===== config.mk =====
export PLATFORM = sky130hd
export DESIGN_NAME = scan_point_cluster_segmenter_unit
export DESIGN_NICKNAME = d
export VERILOG_FILES = /design/src/rtl/spcs_pkg.sv /design/src/rtl/spcs_queue.sv /design/src/rtl/spcs_front.sv /design/src/rtl/spcs_back.sv /design/src/rtl/scan_point_cluster_segmenter_unit.sv
export SDC_FILE = /design/constraint.sdc
export NUM_CORES = 2
export LEC_CHECK = 0
export ABC_AREA = 1
export BUFFER_PORTS_ARGS = -buffer_cell sky130_fd_sc_hd__buf_2
export CORE_MARGIN = 2
export CORE_UTILIZATION = 65
export CTS_BUF_LIST = sky130_fd_sc_hd__clkbuf_16
export DETAILED_ROUTE_END_ITERATION = 8
export GPL_TIMING_DRIVEN = 0
export PLACE_DENSITY_LB_ADDON = 0.15
export SETUP_SLACK_MARGIN = 0.1
export SLEW_MARGIN = 0
export SYNTH_ARGS = -nofsm -noshare
export SYNTH_HDL_FRONTEND = slang
export SYNTH_HIERARCHICAL = 1
export SYNTH_SLANG_ARGS = --single-unit

===== constraint.sdc =====
create_clock -name clk -period 11.9 [get_ports clk]
set_input_delay 2.38 -clock clk [delete_from_list [all_inputs] [get_ports clk]]
set_output_delay 2.38 -clock clk [all_outputs]
set_load 0.1 [all_outputs]

===== src/rtl/spcs_pkg.sv =====
// Package for the scan point cluster segmenter.
// Holds field widths, register indexes, reset values, the CORDIC angle table
// and the result record; used by every module under rtl/ except spcs_queue.
`default_nettype none

package spcs_pkg;

	localparam int MAX_SCAN_DEF = 512;
	localparam int RANGE_W      = 16;
	localparam int ANGLE_W      = 16;
	localparam int OFFS_W       = 13;
	localparam int COORD_W      = 18;
	localparam int SIDX_W       = 9;
	localparam int CNT_W        = 10;
	localparam int CFG_IDX_W    = 3;
	localparam int CFG_DATA_W   = 16;
	localparam int CORDIC_STEPS = 16;
	localparam int MID_DEPTH    = 2;
	localparam int OUT_DEPTH    = 8;
	localparam int MAX_RESULTS  = 4;

	localparam logic [15:0] KGAIN = 16'd39797;

	localparam logic [CFG_IDX_W-1:0] REG_THRESHOLD = 3'd0;
	localparam logic [CFG_IDX_W-1:0] REG_MIN_PTS   = 3'd1;
	localparam logic [CFG_IDX_W-1:0] REG_OFFSET_X  = 3'd2;
	localparam logic [CFG_IDX_W-1:0] REG_ANG_START = 3'd3;
	localparam logic [CFG_IDX_W-1:0] REG_ANG_STEP  = 3'd4;

	localparam logic [15:0]       RST_THRESHOLD = 16'd410;
	localparam logic [CNT_W-1:0]  RST_MIN_PTS   = 10'd4;
	localparam logic [OFFS_W-1:0] RST_OFFSET_X  = 13'h1F7D;
	localparam logic [15:0]       RST_ANG_START = 16'd0;
	localparam logic [15:0]       RST_ANG_STEP  = 16'd182;

	localparam logic KIND_SEGMENT = 1'b0;
	localparam logic KIND_MARKER  = 1'b1;

	localparam logic [CNT_W-1:0] CNT_MAX = 10'd1023;

	localparam logic [21:0] ATAN_TAB [CORDIC_STEPS] = '{
		22'd2097152, 22'd1238021, 22'd654136, 22'd332050,
		22'd166669,  22'd83416,   22'd41718,  22'd20860,
		22'd10430,   22'd5215,    22'd2608,   22'd1304,
		22'd652,     22'd326,     22'd163,    22'd81
	};

	typedef struct packed {
		logic              kind;
		logic [SIDX_W-1:0] seg_start;
		logic [SIDX_W-1:0] seg_end;
		logic [CNT_W-1:0]  point_count;
		logic              last;
	} res_t;

	function automatic logic [CNT_W-1:0] sat_add(input logic [CNT_W-1:0] a,
			input logic [CNT_W-1:0] b);
		logic [CNT_W:0] s;
		s = {1'b0, a} + {1'b0, b};
		return s[CNT_W] ? CNT_MAX : s[CNT_W-1:0];
	endfunction

endpackage

`default_nettype wire


===== src/rtl/spcs_queue.sv =====
// Small synchronous queue in flops, one push (unless full) and one pop (unless empty) per cycle.
// Generic payload width; depth must be a power of two. No package use.
`default_nettype none

module spcs_queue #(
	parameter int WIDTH = 8,
	parameter int DEPTH = 2
) (
	input  wire logic                       clk,
	input  wire logic                       arst_n,
	input  wire logic                       push,
	input  wire logic [WIDTH-1:0]           wdata,
	output logic                            full,
	input  wire logic                       pop,
	output logic [WIDTH-1:0]                rdata,
	output logic                            empty,
	output logic [$clog2(DEPTH+1)-1:0]      count
);
	localparam int PW = (DEPTH > 1) ? $clog2(DEPTH) : 1;
	localparam int CW = $clog2(DEPTH+1);

	logic [WIDTH-1:0] mem_q [DEPTH];
	logic [PW-1:0]    wr_ptr_q, rd_ptr_q;
	logic [CW-1:0]    count_q;
	logic             do_push, do_pop;

	assign full    = (count_q == CW'(DEPTH));
	assign empty   = (count_q == '0);
	assign count   = count_q;
	assign rdata   = mem_q[rd_ptr_q];
	assign do_push = push && !full;
	assign do_pop  = pop && !empty;

	always_ff @(posedge clk or negedge arst_n) begin
		if (!arst_n) begin
			wr_ptr_q <= '0;
			rd_ptr_q <= '0;
			count_q  <= '0;
		end else begin
			if (do_push) wr_ptr_q <= PW'(wr_ptr_q + 1'b1);
			if (do_pop)  rd_ptr_q <= PW'(rd_ptr_q + 1'b1);
			unique case ({do_push, do_pop})
				2'b10:   count_q <= CW'(count_q + 1'b1);
				2'b01:   count_q <= CW'(count_q - 1'b1);
				default: count_q <= count_q;
			endcase
		end
	end

	always_ff @(posedge clk) begin
		if (do_push) mem_q[wr_ptr_q] <= wdata;
	end

endmodule

`default_nettype wire


===== src/rtl/spcs_front.sv =====
// Front end: takes a range sample, tracks its scan index and turns it into
// x,y by an iterative 16-step CORDIC. Depends on spcs_pkg.
`default_nettype none

module spcs_front #(
	parameter int MAX_SCAN = spcs_pkg::MAX_SCAN_DEF,
	parameter int IW       = $clog2(MAX_SCAN)
) (
	input  wire logic                                clk,
	input  wire logic                                arst_n,
	input  wire logic                                push,
	input  wire logic [spcs_pkg::RANGE_W-1:0]        range_sample,
	input  wire logic                                last_sample,
	output logic                                     full,
	input  wire logic [spcs_pkg::ANGLE_W-1:0]        angle_start,
	input  wire logic [spcs_pkg::ANGLE_W-1:0]        angle_step,
	input  wire logic signed [spcs_pkg::OFFS_W-1:0]  sensor_offset_x,
	output logic                                     pt_valid,
	input  wire logic                                pt_ready,
	output logic signed [spcs_pkg::COORD_W-1:0]      pt_x,
	output logic signed [spcs_pkg::COORD_W-1:0]      pt_y,
	output logic [IW-1:0]                            pt_idx,
	output logic                                     pt_end
);
	localparam int CW = 35;
	localparam int ZW = 25;
	localparam logic [1:0] F_IDLE = 2'd0;
	localparam logic [1:0] F_ROT  = 2'd1;
	localparam logic [1:0] F_DONE = 2'd2;

	logic [1:0]           state_q;
	logic [3:0]           it_q;
	logic [IW-1:0]        idx_q, item_idx_q;
	logic                 item_end_q;
	logic signed [CW-1:0] xc_q, yc_q;
	logic signed [ZW-1:0] z_q;

	logic                 accept, scan_end;
	logic [IW+15:0]       ang_prod;
	logic [15:0]          ang;
	logic signed [16:0]   z17, zf;
	logic                 fold;
	logic [31:0]          gain_prod;
	logic signed [CW-1:0] x_init, y_sh, x_sh;
	logic signed [ZW-1:0] z_init, z_tab;
	logic signed [CW-16:0] x_rnd, y_rnd;
	logic signed [CW-15:0] x_sum;

	assign accept   = push && !full;
	assign full     = (state_q != F_IDLE);
	assign scan_end = last_sample || (idx_q == IW'(MAX_SCAN-1));

	// sample angle and quadrant fold
	assign ang_prod = (IW+16)'(idx_q) * (IW+16)'(angle_step);
	assign ang      = angle_start + ang_prod[15:0];
	assign z17      = 17'(signed'(ang));
	assign fold     = (z17 > 17'sd16384) || (z17 < -17'sd16384);
	always_comb begin
		if (z17 > 17'sd16384)       zf = z17 - 17'sd32768;
		else if (z17 < -17'sd16384) zf = z17 + 17'sd32768;
		else                        zf = z17;
	end
	assign z_init    = ZW'(zf) <<< 8;
	assign gain_prod = 32'(range_sample) * 32'(spcs_pkg::KGAIN);
	assign x_init    = fold ? -signed'(CW'(gain_prod)) : signed'(CW'(gain_prod));

	assign x_sh  = xc_q >>> it_q;
	assign y_sh  = yc_q >>> it_q;
	assign z_tab = ZW'(spcs_pkg::ATAN_TAB[it_q]);

	always_ff @(posedge clk or negedge arst_n) begin
		if (!arst_n) begin
			state_q <= F_IDLE;
			it_q    <= '0;
			idx_q   <= '0;
		end else begin
			unique case (state_q)
				F_IDLE: begin
					if (accept) begin
						state_q <= F_ROT;
						it_q    <= '0;
						idx_q   <= scan_end ? '0 : IW'(idx_q + 1'b1);
					end
				end
				F_ROT: begin
					it_q <= 4'(it_q + 1'b1);
					if (it_q == 4'(spcs_pkg::CORDIC_STEPS-1)) state_q <= F_DONE;
				end
				F_DONE: begin
					if (pt_ready) state_q <= F_IDLE;
				end
				default: state_q <= F_IDLE;
			endcase
		end
	end

	always_ff @(posedge clk) begin
		if (accept) begin
			xc_q       <= x_init;
			yc_q       <= '0;
			z_q        <= z_init;
			item_idx_q <= idx_q;
			item_end_q <= scan_end;
		end else if (state_q == F_ROT) begin
			if (z_q >= 0) begin
				xc_q <= xc_q - y_sh;
				yc_q <= yc_q + x_sh;
				z_q  <= z_q - z_tab;
			end else begin
				xc_q <= xc_q + y_sh;
				yc_q <= yc_q - x_sh;
				z_q  <= z_q + z_tab;
			end
		end
	end

	// round to signed Q17.0 in range units, then add the sensor offset
	assign x_rnd = (CW-15)'((xc_q + CW'(32768)) >>> 16);
	assign y_rnd = (CW-15)'((yc_q + CW'(32768)) >>> 16);
	assign x_sum = (CW-14)'(x_rnd) + (CW-14)'(sensor_offset_x);

	assign pt_valid = (state_q == F_DONE);
	assign pt_x     = spcs_pkg::COORD_W'(x_sum);
	assign pt_y     = spcs_pkg::COORD_W'(y_rnd);
	assign pt_idx   = item_idx_q;
	assign pt_end   = item_end_q;

endmodule

`default_nettype wire


===== src/rtl/spcs_back.sv =====
// Back end: distance tests between points, run bookkeeping and segment
// emission, at most one result per cycle into the result queue. Depends on spcs_pkg.
`default_nettype none

module spcs_back #(
	parameter int MAX_SCAN = spcs_pkg::MAX_SCAN_DEF,
	parameter int IW       = $clog2(MAX_SCAN)
) (
	input  wire logic                              clk,
	input  wire logic                              arst_n,
	input  wire logic                              pt_avail,
	output logic                                   pt_take,
	input  wire logic signed [spcs_pkg::COORD_W-1:0] pt_x,
	input  wire logic signed [spcs_pkg::COORD_W-1:0] pt_y,
	input  wire logic [IW-1:0]                     pt_idx,
	input  wire logic                              pt_end,
	input  wire logic                              res_room,
	output logic                                   res_valid,
	output spcs_pkg::res_t                         res,
	input  wire logic [15:0]                       distance_threshold,
	input  wire logic [spcs_pkg::CNT_W-1:0]        min_points
);
	localparam int XW = spcs_pkg::COORD_W;
	localparam int NW = spcs_pkg::CNT_W;
	localparam int SW = spcs_pkg::SIDX_W;
	localparam logic [2:0] B_IDLE = 3'd0;
	localparam logic [2:0] B_SQ1  = 3'd1;
	localparam logic [2:0] B_UPD  = 3'd2;
	localparam logic [2:0] B_SQ2  = 3'd3;
	localparam logic [2:0] B_CHK  = 3'd4;
	localparam logic [2:0] B_E0   = 3'd5;
	localparam logic [2:0] B_E1   = 3'd6;
	localparam logic [2:0] B_EM   = 3'd7;

	logic [2:0]           state_q;
	logic signed [XW-1:0] cur_x_q, cur_y_q, prev_x_q, prev_y_q, first_x_q, first_y_q;
	logic [IW-1:0]        idx_q, run_start_q, fre_q;
	logic                 end_q, brk_q;
	logic [NW-1:0]        run_cnt_q, frc_q;
	logic [2*XW:0]        sqa_q, sqb_q;
	spcs_pkg::res_t       p0_q, p1_q;
	logic                 p0_v_q, p1_v_q;

	logic signed [XW:0]     ax, ay, bx, by, dx, dy;
	logic signed [2*XW+1:0] sqa, sqb;
	logic [2*XW+1:0]        d2;
	logic [31:0]            t2;
	logic                   joined, pc;
	logic [NW-1:0]          merged;

	assign pt_take = (state_q == B_IDLE) && pt_avail && res_room;
	assign pc      = (cur_x_q != '0) || (cur_y_q != '0);

	// the squarer serves the neighbor test and the wrap test
	always_comb begin
		if (state_q == B_SQ1) begin
			ax = (XW+1)'(prev_x_q);  ay = (XW+1)'(prev_y_q);
		end else begin
			ax = (XW+1)'(first_x_q); ay = (XW+1)'(first_y_q);
		end
		bx = (XW+1)'(cur_x_q);
		by = (XW+1)'(cur_y_q);
	end
	assign dx  = bx - ax;
	assign dy  = by - ay;
	assign sqa = (2*XW+2)'(dx) * (2*XW+2)'(dx);
	assign sqb = (2*XW+2)'(dy) * (2*XW+2)'(dy);
	assign d2  = {1'b0, sqa_q} + {1'b0, sqb_q};
	assign t2  = 32'(distance_threshold) * 32'(distance_threshold);
	assign joined = (d2 != '0) && (d2 < (2*XW+2)'(t2));
	assign merged = spcs_pkg::sat_add(run_cnt_q, frc_q);

	function automatic logic [SW-1:0] to_sidx(input logic [IW-1:0] v);
		logic [IW+SW-1:0] w;
		w = {{SW{1'b0}}, v};
		return w[SW-1:0];
	endfunction

	function automatic spcs_pkg::res_t seg(input logic [IW-1:0] s, input logic [IW-1:0] e,
			input logic [NW-1:0] c, input logic lst);
		spcs_pkg::res_t r;
		r.kind        = spcs_pkg::KIND_SEGMENT;
		r.seg_start   = to_sidx(s);
		r.seg_end     = to_sidx(e);
		r.point_count = c;
		r.last        = lst;
		return r;
	endfunction

	always_comb begin
		res_valid = 1'b0;
		res       = p0_q;
		unique case (state_q)
			B_UPD: begin
				res_valid = (idx_q != '0) && !joined && brk_q && (run_cnt_q > min_points);
				res       = seg(run_start_q, IW'(idx_q - 1'b1), run_cnt_q, !end_q);
			end
			B_E0: begin
				res_valid = p0_v_q;
				res       = p0_q;
			end
			B_E1: begin
				res_valid = p1_v_q;
				res       = p1_q;
			end
			B_EM: begin
				res_valid         = 1'b1;
				res.kind          = spcs_pkg::KIND_MARKER;
				res.seg_start     = '0;
				res.seg_end       = '0;
				res.point_count   = '0;
				res.last          = 1'b1;
			end
			default: res_valid = 1'b0;
		endcase
	end

	always_ff @(posedge clk or negedge arst_n) begin
		if (!arst_n) begin
			state_q     <= B_IDLE;
			prev_x_q    <= '0;
			prev_y_q    <= '0;
			first_x_q   <= '0;
			first_y_q   <= '0;
			run_start_q <= '0;
			run_cnt_q   <= '0;
			fre_q       <= '0;
			frc_q       <= '0;
			brk_q       <= 1'b0;
			p0_v_q      <= 1'b0;
			p1_v_q      <= 1'b0;
		end else begin
			unique case (state_q)
				B_IDLE: if (pt_take) state_q <= B_SQ1;
				B_SQ1:  state_q <= B_UPD;
				B_UPD: begin
					if (idx_q == '0) begin
						first_x_q   <= cur_x_q;
						first_y_q   <= cur_y_q;
						run_start_q <= '0;
						run_cnt_q   <= NW'(pc);
						brk_q       <= 1'b0;
					end else if (joined) begin
						run_cnt_q <= spcs_pkg::sat_add(run_cnt_q, NW'(pc));
					end else begin
						if (!brk_q) begin
							fre_q <= IW'(idx_q - 1'b1);
							frc_q <= run_cnt_q;
							brk_q <= 1'b1;
						end
						run_start_q <= idx_q;
						run_cnt_q   <= NW'(pc);
					end
					prev_x_q <= cur_x_q;
					prev_y_q <= cur_y_q;
					state_q  <= end_q ? B_SQ2 : B_IDLE;
				end
				B_SQ2: state_q <= B_CHK;
				B_CHK: begin
					if (!brk_q) begin
						p0_v_q <= run_cnt_q > min_points;
						p0_q   <= seg('0, idx_q, run_cnt_q, 1'b0);
						p1_v_q <= 1'b0;
					end else if (joined) begin
						p0_v_q <= merged > min_points;
						p0_q   <= seg(run_start_q, fre_q, merged, 1'b0);
						p1_v_q <= 1'b0;
					end else begin
						p0_v_q <= frc_q > min_points;
						p0_q   <= seg('0, fre_q, frc_q, 1'b0);
						p1_v_q <= run_cnt_q > min_points;
					end
					p1_q    <= seg(run_start_q, idx_q, run_cnt_q, 1'b0);
					brk_q   <= 1'b0;
					state_q <= B_E0;
				end
				B_E0: state_q <= B_E1;
				B_E1: state_q <= B_EM;
				B_EM: state_q <= B_IDLE;
				default: state_q <= B_IDLE;
			endcase
		end
	end

	always_ff @(posedge clk) begin
		if (pt_take) begin
			cur_x_q <= pt_x;
			cur_y_q <= pt_y;
			idx_q   <= pt_idx;
			end_q   <= pt_end;
		end
		sqa_q <= (2*XW+1)'(sqa);
		sqb_q <= (2*XW+1)'(sqb);
	end

endmodule

`default_nettype wire


===== src/rtl/scan_point_cluster_segmenter_unit.sv =====
// Top level of the scan point cluster segmenter: configuration registers,
// CORDIC front end, point queue, segmenting back end and result queue.
// Depends on spcs_pkg, spcs_front, spcs_queue and spcs_back.
//
// channel   direction  handshake                  payload
// input     in         push / full                range_sample, last_sample
// result    out        pop / empty                kind, seg_start, seg_end, point_count, last
// config    in         cfg_valid / cfg_ready      cfg_index, cfg_data
//
// A sample occupies the CORDIC front end through load, 16 rotation steps and
// hand-off; the iterative rotator takes no new sample until the last one is handed off.
// Back end per sample: IDLE, SQ1, UPD; on a scan's last sample also SQ2, CHK, E0, E1, EM.
// full stays high while the rotator is busy or its point waits for queue space.
// The back end starts a sample only with room for four results in the result queue.
// Reset is asynchronous and returns control state, run bookkeeping and config registers to defaults.
`default_nettype none

module scan_point_cluster_segmenter_unit #(
	parameter int MAX_SCAN = spcs_pkg::MAX_SCAN_DEF
) (
	input  wire logic                                 clk,
	input  wire logic                                 arst_n,
	input  wire logic                                 push,
	output logic                                      full,
	input  wire logic [spcs_pkg::RANGE_W-1:0]         range_sample,
	input  wire logic                                 last_sample,
	output logic                                      empty,
	input  wire logic                                 pop,
	output logic                                      kind,
	output logic [spcs_pkg::SIDX_W-1:0]               seg_start,
	output logic [spcs_pkg::SIDX_W-1:0]               seg_end,
	output logic [spcs_pkg::CNT_W-1:0]                point_count,
	output logic                                      last,
	input  wire logic                                 cfg_valid,
	output logic                                      cfg_ready,
	input  wire logic [spcs_pkg::CFG_IDX_W-1:0]       cfg_index,
	input  wire logic [spcs_pkg::CFG_DATA_W-1:0]      cfg_data
);
	localparam int IW  = $clog2(MAX_SCAN);
	localparam int XW  = spcs_pkg::COORD_W;
	localparam int MW  = 2*XW + IW + 1;
	localparam int RW  = $bits(spcs_pkg::res_t);
	localparam int OCW = $clog2(spcs_pkg::OUT_DEPTH+1);

	logic [15:0]                        thr_q, ang_start_q, ang_step_q;
	logic [spcs_pkg::CNT_W-1:0]         min_pts_q;
	logic signed [spcs_pkg::OFFS_W-1:0] offs_x_q;

	logic                 pt_valid, pt_ready, pt_end, mid_empty, mid_full, pt_take;
	logic signed [XW-1:0] pt_x, pt_y;
	logic [IW-1:0]        pt_idx;
	logic [MW-1:0]        mid_w, mid_r;
	logic [$clog2(spcs_pkg::MID_DEPTH+1)-1:0] mid_count;
	logic                 res_valid, res_room, out_full;
	spcs_pkg::res_t       res, head;
	logic [RW-1:0]        out_r;
	logic [OCW-1:0]       out_count;

	assign cfg_ready = 1'b1;

	always_ff @(posedge clk or negedge arst_n) begin
		if (!arst_n) begin
			thr_q       <= spcs_pkg::RST_THRESHOLD;
			min_pts_q   <= spcs_pkg::RST_MIN_PTS;
			offs_x_q    <= spcs_pkg::RST_OFFSET_X;
			ang_start_q <= spcs_pkg::RST_ANG_START;
			ang_step_q  <= spcs_pkg::RST_ANG_STEP;
		end else if (cfg_valid && cfg_ready) begin
			unique case (cfg_index)
				spcs_pkg::REG_THRESHOLD: thr_q       <= cfg_data;
				spcs_pkg::REG_MIN_PTS:   min_pts_q   <= cfg_data[spcs_pkg::CNT_W-1:0];
				spcs_pkg::REG_OFFSET_X:  offs_x_q    <= cfg_data[spcs_pkg::OFFS_W-1:0];
				spcs_pkg::REG_ANG_START: ang_start_q <= cfg_data;
				spcs_pkg::REG_ANG_STEP:  ang_step_q  <= cfg_data;
				default: ;
			endcase
		end
	end

	spcs_front #(.MAX_SCAN(MAX_SCAN), .IW(IW)) u_front (
		.clk, .arst_n, .push, .range_sample, .last_sample, .full,
		.angle_start(ang_start_q), .angle_step(ang_step_q), .sensor_offset_x(offs_x_q),
		.pt_valid, .pt_ready, .pt_x, .pt_y, .pt_idx, .pt_end
	);

	assign mid_w    = {pt_x, pt_y, pt_idx, pt_end};
	assign pt_ready = !mid_full;

	spcs_queue #(.WIDTH(MW), .DEPTH(spcs_pkg::MID_DEPTH)) u_mid (
		.clk, .arst_n, .push(pt_valid), .wdata(mid_w), .full(mid_full),
		.pop(pt_take), .rdata(mid_r), .empty(mid_empty), .count(mid_count)
	);

	assign res_room = (out_count <= OCW'(spcs_pkg::OUT_DEPTH - spcs_pkg::MAX_RESULTS));

	spcs_back #(.MAX_SCAN(MAX_SCAN), .IW(IW)) u_back (
		.clk, .arst_n,
		.pt_avail(!mid_empty), .pt_take,
		.pt_x(signed'(mid_r[MW-1 -: XW])), .pt_y(signed'(mid_r[MW-XW-1 -: XW])),
		.pt_idx(mid_r[IW:1]), .pt_end(mid_r[0]),
		.res_room, .res_valid, .res,
		.distance_threshold(thr_q), .min_points(min_pts_q)
	);

	spcs_queue #(.WIDTH(RW), .DEPTH(spcs_pkg::OUT_DEPTH)) u_out (
		.clk, .arst_n, .push(res_valid), .wdata(res), .full(out_full),
		.pop, .rdata(out_r), .empty, .count(out_count)
	);

	assign head        = spcs_pkg::res_t'(out_r);
	assign kind        = head.kind;
	assign seg_start   = head.seg_start;
	assign seg_end     = head.seg_end;
	assign point_count = head.point_count;
	assign last        = head.last;

	a_out_no_overflow: assert property (@(posedge clk) disable iff (!arst_n)
		res_valid |-> !out_full)
		else $error("result written into a full result queue");

	a_mid_no_overflow: assert property (@(posedge clk) disable iff (!arst_n)
		pt_valid && mid_full |=> pt_valid)
		else $error("point dropped while the point queue was full");

	a_marker_last: assert property (@(posedge clk) disable iff (!arst_n)
		res_valid && (res.kind == spcs_pkg::KIND_MARKER) |-> res.last)
		else $error("end of scan marker without last flag");

	a_take_with_room: assert property (@(posedge clk) disable iff (!arst_n)
		pt_take |-> !mid_empty && (mid_count != '0))
		else $error("back end took a point from an empty queue");

endmodule

`default_nettype wire


# Word level (Yosys, flattened, before mapping)
# Memories as Yosys holds them, arrays and structs flattened. A register that Yosys moved wholly into a read port is not among the register bits.
# Index checks and enable logic that the tools add are counted.
# totals
register_bits	453
ramBits	332
mem_bits_ro	352
out_inout_bits	33
n_memories	3
# classes
add_sub_neg	29
multipliers	5
n_lt_le_gt_ge	9
n_eq_ne	27
shift	2
mux	47
n_bitwise	4
reduce_logical	51
# mem_list
name	depth	word_bits	rd	rd_ports_with_merged_regs	wr	line	source
(no name shown)	16	22	1	0	0	spcs_front.sv:69	assign z_tab = ZW'(spcs_pkg::ATAN_TAB[it_q]);
u_out.mem_q	8	30	1	0	1	spcs_queue.sv:22	logic [WIDTH-1:0] mem_q [DEPTH];
u_mid.mem_q	2	46	1	1	1	spcs_queue.sv:22	
# op_table
cell	n
two-way mux 35 bit	5
one-hot mux 30 bit (3 select lines)	1
two-way mux 25 bit	3
multiplier 19 x 19 -> 37 bit	2
adder 35 bit	2
>>> shifter 35 x 4 -> 35 bit	2
subtractor 35 bit	2
adder 34 x 17 -> 34 bit (second input constant)	2
two-way mux 22 bit	2
two-way mux 10 bit	4
adder 37 x 37 -> 38 bit	1
less-than comparator 38 x 32 -> 1 bit	1
two-way mux 19 bit	2
nonzero test 38 bit	1
subtractor 18 x 19 -> 19 bit	2
nonzero test 18 bit	2
negation 32 -> 35 bit	1
two-way mux 17 bit	2
multiplier 16 x 16 -> 32 bit	1
multiplier 16 x 16 -> 32 bit (second input constant)	1
greater-than comparator 10 bit	3
two-way mux 9 bit	3
adder 25 x 23 -> 25 bit	1
>= comparator 25 x 1 -> 1 bit (second input constant)	1
other kinds (56)	127

# Logic depth before layout (Yosys ltp)
# depth
word_depth	11
depth_mapped	51
mapped_depth_nobuf	48

# Modules after synthesis
# The synthesis kept the hierarchy.
# by_module_without_submodules
mod	instances	cells_each	area_each_um2	seq_area_each_um2
spcs_back	1	5556	47453.0	7407.1
spcs_front	1	4158	27099.7	3098.0
spcs_queue (u_out)	1	1119	10934.2	7457.2
spcs_queue (u_mid)	1	273	3603.5	2862.7
scan_point_cluster_segmenter_unit	1	324	2911.5	1804.2

# Worst setup path before layout
# OpenSTA, ideal clock, no wires.
# synth_path
path_type	register to register
from	register thr_q[1]
to	memory u_out/mem_q[4][0] (netlist name) (enable)
arrival_ns	9.698
required_time_ns	11.445
setup_slack_ns	1.747
stages_incl_launch_ff	37
path_buffers	3
synth_period_minus_slack_ns	10.153
path_cell_list	dfstp_2 clkbuf_1 clkbuf_1 nand2_1 fa_1 inv_1 fa_1 fa_1 fa_1 fa_1 inv_1 fa_1 inv_1 ha_1 nand2_1 inv_1 nand2_1 o221ai_1 a21oi_1 o21ai_0 a21oi_1 o21ai_0 xnor2_1 ha_1 nand2_1 nor3_1 nand3_1 nor2_1 nor2_4 nand3_4 nand2_2 inv_2 nand3_1 nand3_1 nand2_1 buf_4 nor3_1
# synth_via
elab_chain_cells	11
# synth_rtl
item	line	source
start, declared	scan_point_cluster_segmenter_unit.sv:45	logic [15:0] thr_q, ang_start_q, ang_step_q;
start signal, assigned	scan_point_cluster_segmenter_unit.sv:63	thr_q <= spcs_pkg::RST_THRESHOLD;
start signal, assigned	scan_point_cluster_segmenter_unit.sv:70	spcs_pkg::REG_THRESHOLD: thr_q <= cfg_data;
multiplier 16 x 16 -> 32 bit	spcs_back.sv:69	assign t2 = 32'(distance_threshold) * 32'(distance_threshold);
less-than comparator 38 x 32 -> 1 bit	spcs_back.sv:70	assign joined = (d2 != '0) && (d2 < (2*XW+2)'(t2));
logical AND 1 bit	spcs_back.sv:70	
logical NOT 1 bit	spcs_back.sv:95	res_valid = (idx_q != '0) && !joined && brk_q && (run_cnt_q > min_points);
logical AND 1 bit (3 in a row)	spcs_back.sv:95	
one-hot mux 1 bit (4 select lines)	spcs_back.sv:93	unique case (state_q)
via res_valid	scan_point_cluster_segmenter_unit.sv:54	logic res_valid, res_room, out_full;
logical AND 1 bit	spcs_queue.sv:31	assign do_push = push && !full;
two-way mux 1 bit	spcs_queue.sv:51	if (do_push) mem_q[wr_ptr_q] <= wdata;
two-way mux 1 bit (not written as such)	spcs_queue.sv:51	
end, declared	spcs_queue.sv:22	
# The timed path passes the listed nets, and every way through them passes these cells.

# Final worst setup path
# layout_path
from	register u_back.state_q[2]
to	register u_back.sqb_q[36]
# layout_via
elab_chain_cells	4
# layout_rtl
item	line	source
start, declared	spcs_back.sv:35	logic [2:0] state_q;
start signal, assigned	spcs_back.sv:156	state_q <= end_q ? B_SQ2 : B_IDLE;
equality test 3 x 1 -> 1 bit	spcs_back.sv:56	if (state_q == B_SQ1) begin
two-way mux 19 bit	spcs_back.sv:56	
subtractor 18 x 19 -> 19 bit	spcs_back.sv:65	assign dy = by - ay;
multiplier 19 x 19 -> 37 bit	spcs_back.sv:67	assign sqb = (2*XW+2)'(dy) * (2*XW+2)'(dy);
via u_back.sqb[36]	spcs_back.sv:45	logic signed [2*XW+1:0] sqa, sqb;
end signal, assigned	spcs_back.sv:193	sqb_q <= (2*XW+1)'(sqb);
end, declared	spcs_back.sv:40	logic [2*XW:0] sqa_q, sqb_q;
# The timed path passes the listed nets, and every way through them passes these cells.
# A chain may end at the register's enable or synchronous reset.

==> results.py <==
metrics = {
    "run_status": {
        "outcome": "complete, no violations",
    },
    "sta": {
        "holdWs_ns": 0.4302,
        "rsz0062_at_grt": "false",
        "worst_slew_pin_slew_ns": 1.430,
        "clock.fmax_ghz": 0.08903,
        "hold_viol_final": 0,
        "final-setup-viol-count": 0,
        "post-route-period-util": 0.9438,
        "maxSlewViolCount": 0,
        "slew_headroom": 0.04003,
        "clock_skew_ns": 0.07685,
        "fin_crit_ns": 11.23,
    },
    "grt": {
        "antenna_found_initial": 1,
        "grt_max_degree": 110,
        "grt_pass1_vias": 79990,
        "grtUsageTotal": 0.3820,
        "grt_pass1_wl_um": 432500,
        "grt_overflow": 0,
    },
    "critical_path": {
        "crit_path_start_kind": "flip-flop",
        "cp-end-kind": "flip-flop",
        "critPathCapture": "u_back/sqb_q[36]$_DFF_P_",
        "r2r-end": "u_back/sqb_q[36]$_DFF_P_",
        "r2r_cells": 41,
        "slowest_delay_ns": 0.77,
        "worstSetupPathType": "flip-flop to flip-flop",
        "r2r-start": "u_back/state_q[2]$_DFFE_PN0P_",
        "critPathArrivalTime_ns": 11.84,
        "crit_required_ns": 12.50,
        "r2r_slack_ns": 0.67,
        "cp_max_fo": 10,
        "startpoint": "u_back/state_q[2]$_DFFE_PN0P_",
        "critical-path-slowest-cell": "fa_1",
    },
    "route": {
        "avgRoutedWirePerCell_um": 20.05,
        "drtPass1Iterations": 6,
        "ant_nets": 0,
        "vias": 77530,
        "drt-initial-drc-count": 7413,
        "wirelength_um": 272600,
        "viasPerCell": 5.702,
        "drc": 0,
    },
    "placed_design": {
        "gp_congestion": 1.020,
        "dpl_cell_area_sq_um": 95230,
        "placed_cells": 13420,
        "dpl.hpwl_um": 219100,
        "io_buffers": 72,
    },
    "die": {
        "row_count": 138,
        "core_sq_um": 141100,
        "die_w_um": 380.2,
        "initial_utilization": 0.6522,
        "dieArea_sq_um": 144600,
        "io_pins": 74,
        "die_h_um": 380.2,
    },
    "hold_path": {
        "min_path_type": "flip-flop to flip-flop",
    },
    "layout": {
        "final_net_count": 13440,
        "area_growth_syn_to_layout_pct": 7.265,
        "stdcell_area_sq_um": 98680,
        "layout.area.seq_sq_um": 22630,
        "multi_input_area_sq_um": 59220,
        "layout-drive-gt1-share": 0.05681,
        "diodes": 0,
        "final_cells": 13600,
        "fillers": 11280,
    },
    "logic_synthesis": {
        "syn_nets": 13240,
        "synthCells": 11430,
        "synth.avg_cell_area_sq_um": 8.050,
        "netlist_area_sq_um": 92000,
        "ys_warn_count": 6,
    },
    "clock_tree": {
        "cts_repair_resize_count": 1,
        "cts_setup_buffers": 0,
        "holdBufCountCts": 0,
        "cts_tree": "built",
        "cts_root_buf": "clkbuf_16",
        "cts_sinks": 827,
        "clk_pin_slew_ns": 0.06,
        "clockBufferDepth": 3,
        "cts_htree_levels": 3,
        "insertion_delay_ns": 0.75,
        "cts_buffers": 91,
    },
    "job": {
        "maxCapViolCount": 0,
    },
}
[sequential cells by signal, summed over array words and instances (netlist names), 10 cells and up]
| name | cells |
|---|---|
| u_back/frc_q | 10 |
| u_back/p0_q | 28 |
| u_back/cur_x_q | 18 |
| u_front/yc_q | 35 |
| u_back/prev_x_q | 18 |
| offs_x_q | 13 |
| u_back/sqb_q | 36 |
| u_back/run_cnt_q | 10 |
| u_front/xc_q | 35 |
| u_back/p1_q | 28 |
| u_back/cur_y_q | 18 |
| u_back/first_y_q | 18 |
| u_mid/mem_q | 92 |
| u_out/mem_q | 240 |
| thr_q | 16 |
| u_back/prev_y_q | 18 |
| ang_start_q | 16 |
| u_back/first_x_q | 18 |
| u_back/sqa_q | 36 |
| min_pts_q | 10 |
| u_front/z_q | 25 |
| ang_step_q | 16 |
[metrics by stage]
stage	setup TNS, ns	utilization	worst slack (ns)
3_3_place_gp	-268.92	0.6715	-1.434
6_report	0	0.6995	0.6684
5_1_grt	0	0.6995	0.1052
2_1_floorplan	0	-	1.748
3_5_place_dp	0	0.6750	0.2615
4_1_cts	0	0.6991	0.2700
[final cells by class]
class                   instances  area share
plain buffers                 316     0.01644
clock buffers                  92     0.02333
clock inverters                79     0.01104
inverters                    2307     0.08775
multi-input cells            7979      0.6002
flip-flops and latches        827      0.2293
well taps                    1890     0.02396
repair buffers                106    0.008001
[critical path, delay by kind of cell, from the launching register on]
| family | cells | cell delay, ns |
|---|---|---|
| flip-flops | 1 | 0.38 |
| XOR/XNOR | 1 | 0.26 |
| buffers and inverters | 10 | 2.04 |
| AO/OA/AOI/OAI | 5 | 1.00 |
| AND/OR/NAND/NOR | 15 | 2.48 |
| adder cells (fa/ha/maj) | 10 | 4.89 |
[worst min-delay path by stage]
stage,from,to,slack (ns),cells past startpoint
global route,u_front/idx_q[1]$_DFFE_PN0P_,u_front/pt_idx[1]$_DFFE_PP_,0.44,0
finish,u_front/idx_q[0]$_DFFE_PN0P_,u_front/pt_idx[0]$_DFFE_PP_,0.43,0
CTS,u_front/idx_q[0]$_DFFE_PN0P_,u_front/pt_idx[0]$_DFFE_PP_,0.42,0
global placement,u_front/pt_idx[4]$_DFFE_PP_,u_mid/mem_q[0][5]$_DFFE_PP_,0.42,0
floorplan,u_front/pt_end$_DFFE_PP_,u_mid/mem_q[0][0]$_DFFE_PP_,0.42,0
detailed placement,u_front/pt_idx[0]$_DFFE_PP_,u_mid/mem_q[0][1]$_DFFE_PP_,0.43,0
[cell usage in the layout (no fill, tap or decap), types with 51 or more instances in the layout]
cell type / n
o21ai_0: 314
buf_2: 168
clkbuf_16: 92
fa_1: 1014
nand4_1: 85
ha_1: 752
dfrtp_1: 194
dfxtp_1: 115
clkbuf_1: 141
edfxtp_1: 496
a21oi_1: 471
nand3_1: 647
nand2_1: 2664
xor2_1: 280
xnor2_1: 132
inv_1: 2262
nor3_1: 82
nor2_1: 1016
o211ai_1: 51
inv_2: 51
[routing by layer]
metal | track usage | part of all wire | up-vias
met2 | 0.6550 | 0.49 | 3411
met1 | 0.4796 | 0.38 | 37360
li1 | - | - | 35980
met4 | 0.1843 | 0.056 | 2
met5 | 0 | 0.000059 | -
met3 | 0.04934 | 0.075 | 773
Power is not shown: default switching activity piles up to over one toggle a cycle in this logic, so the estimate is an artifact.
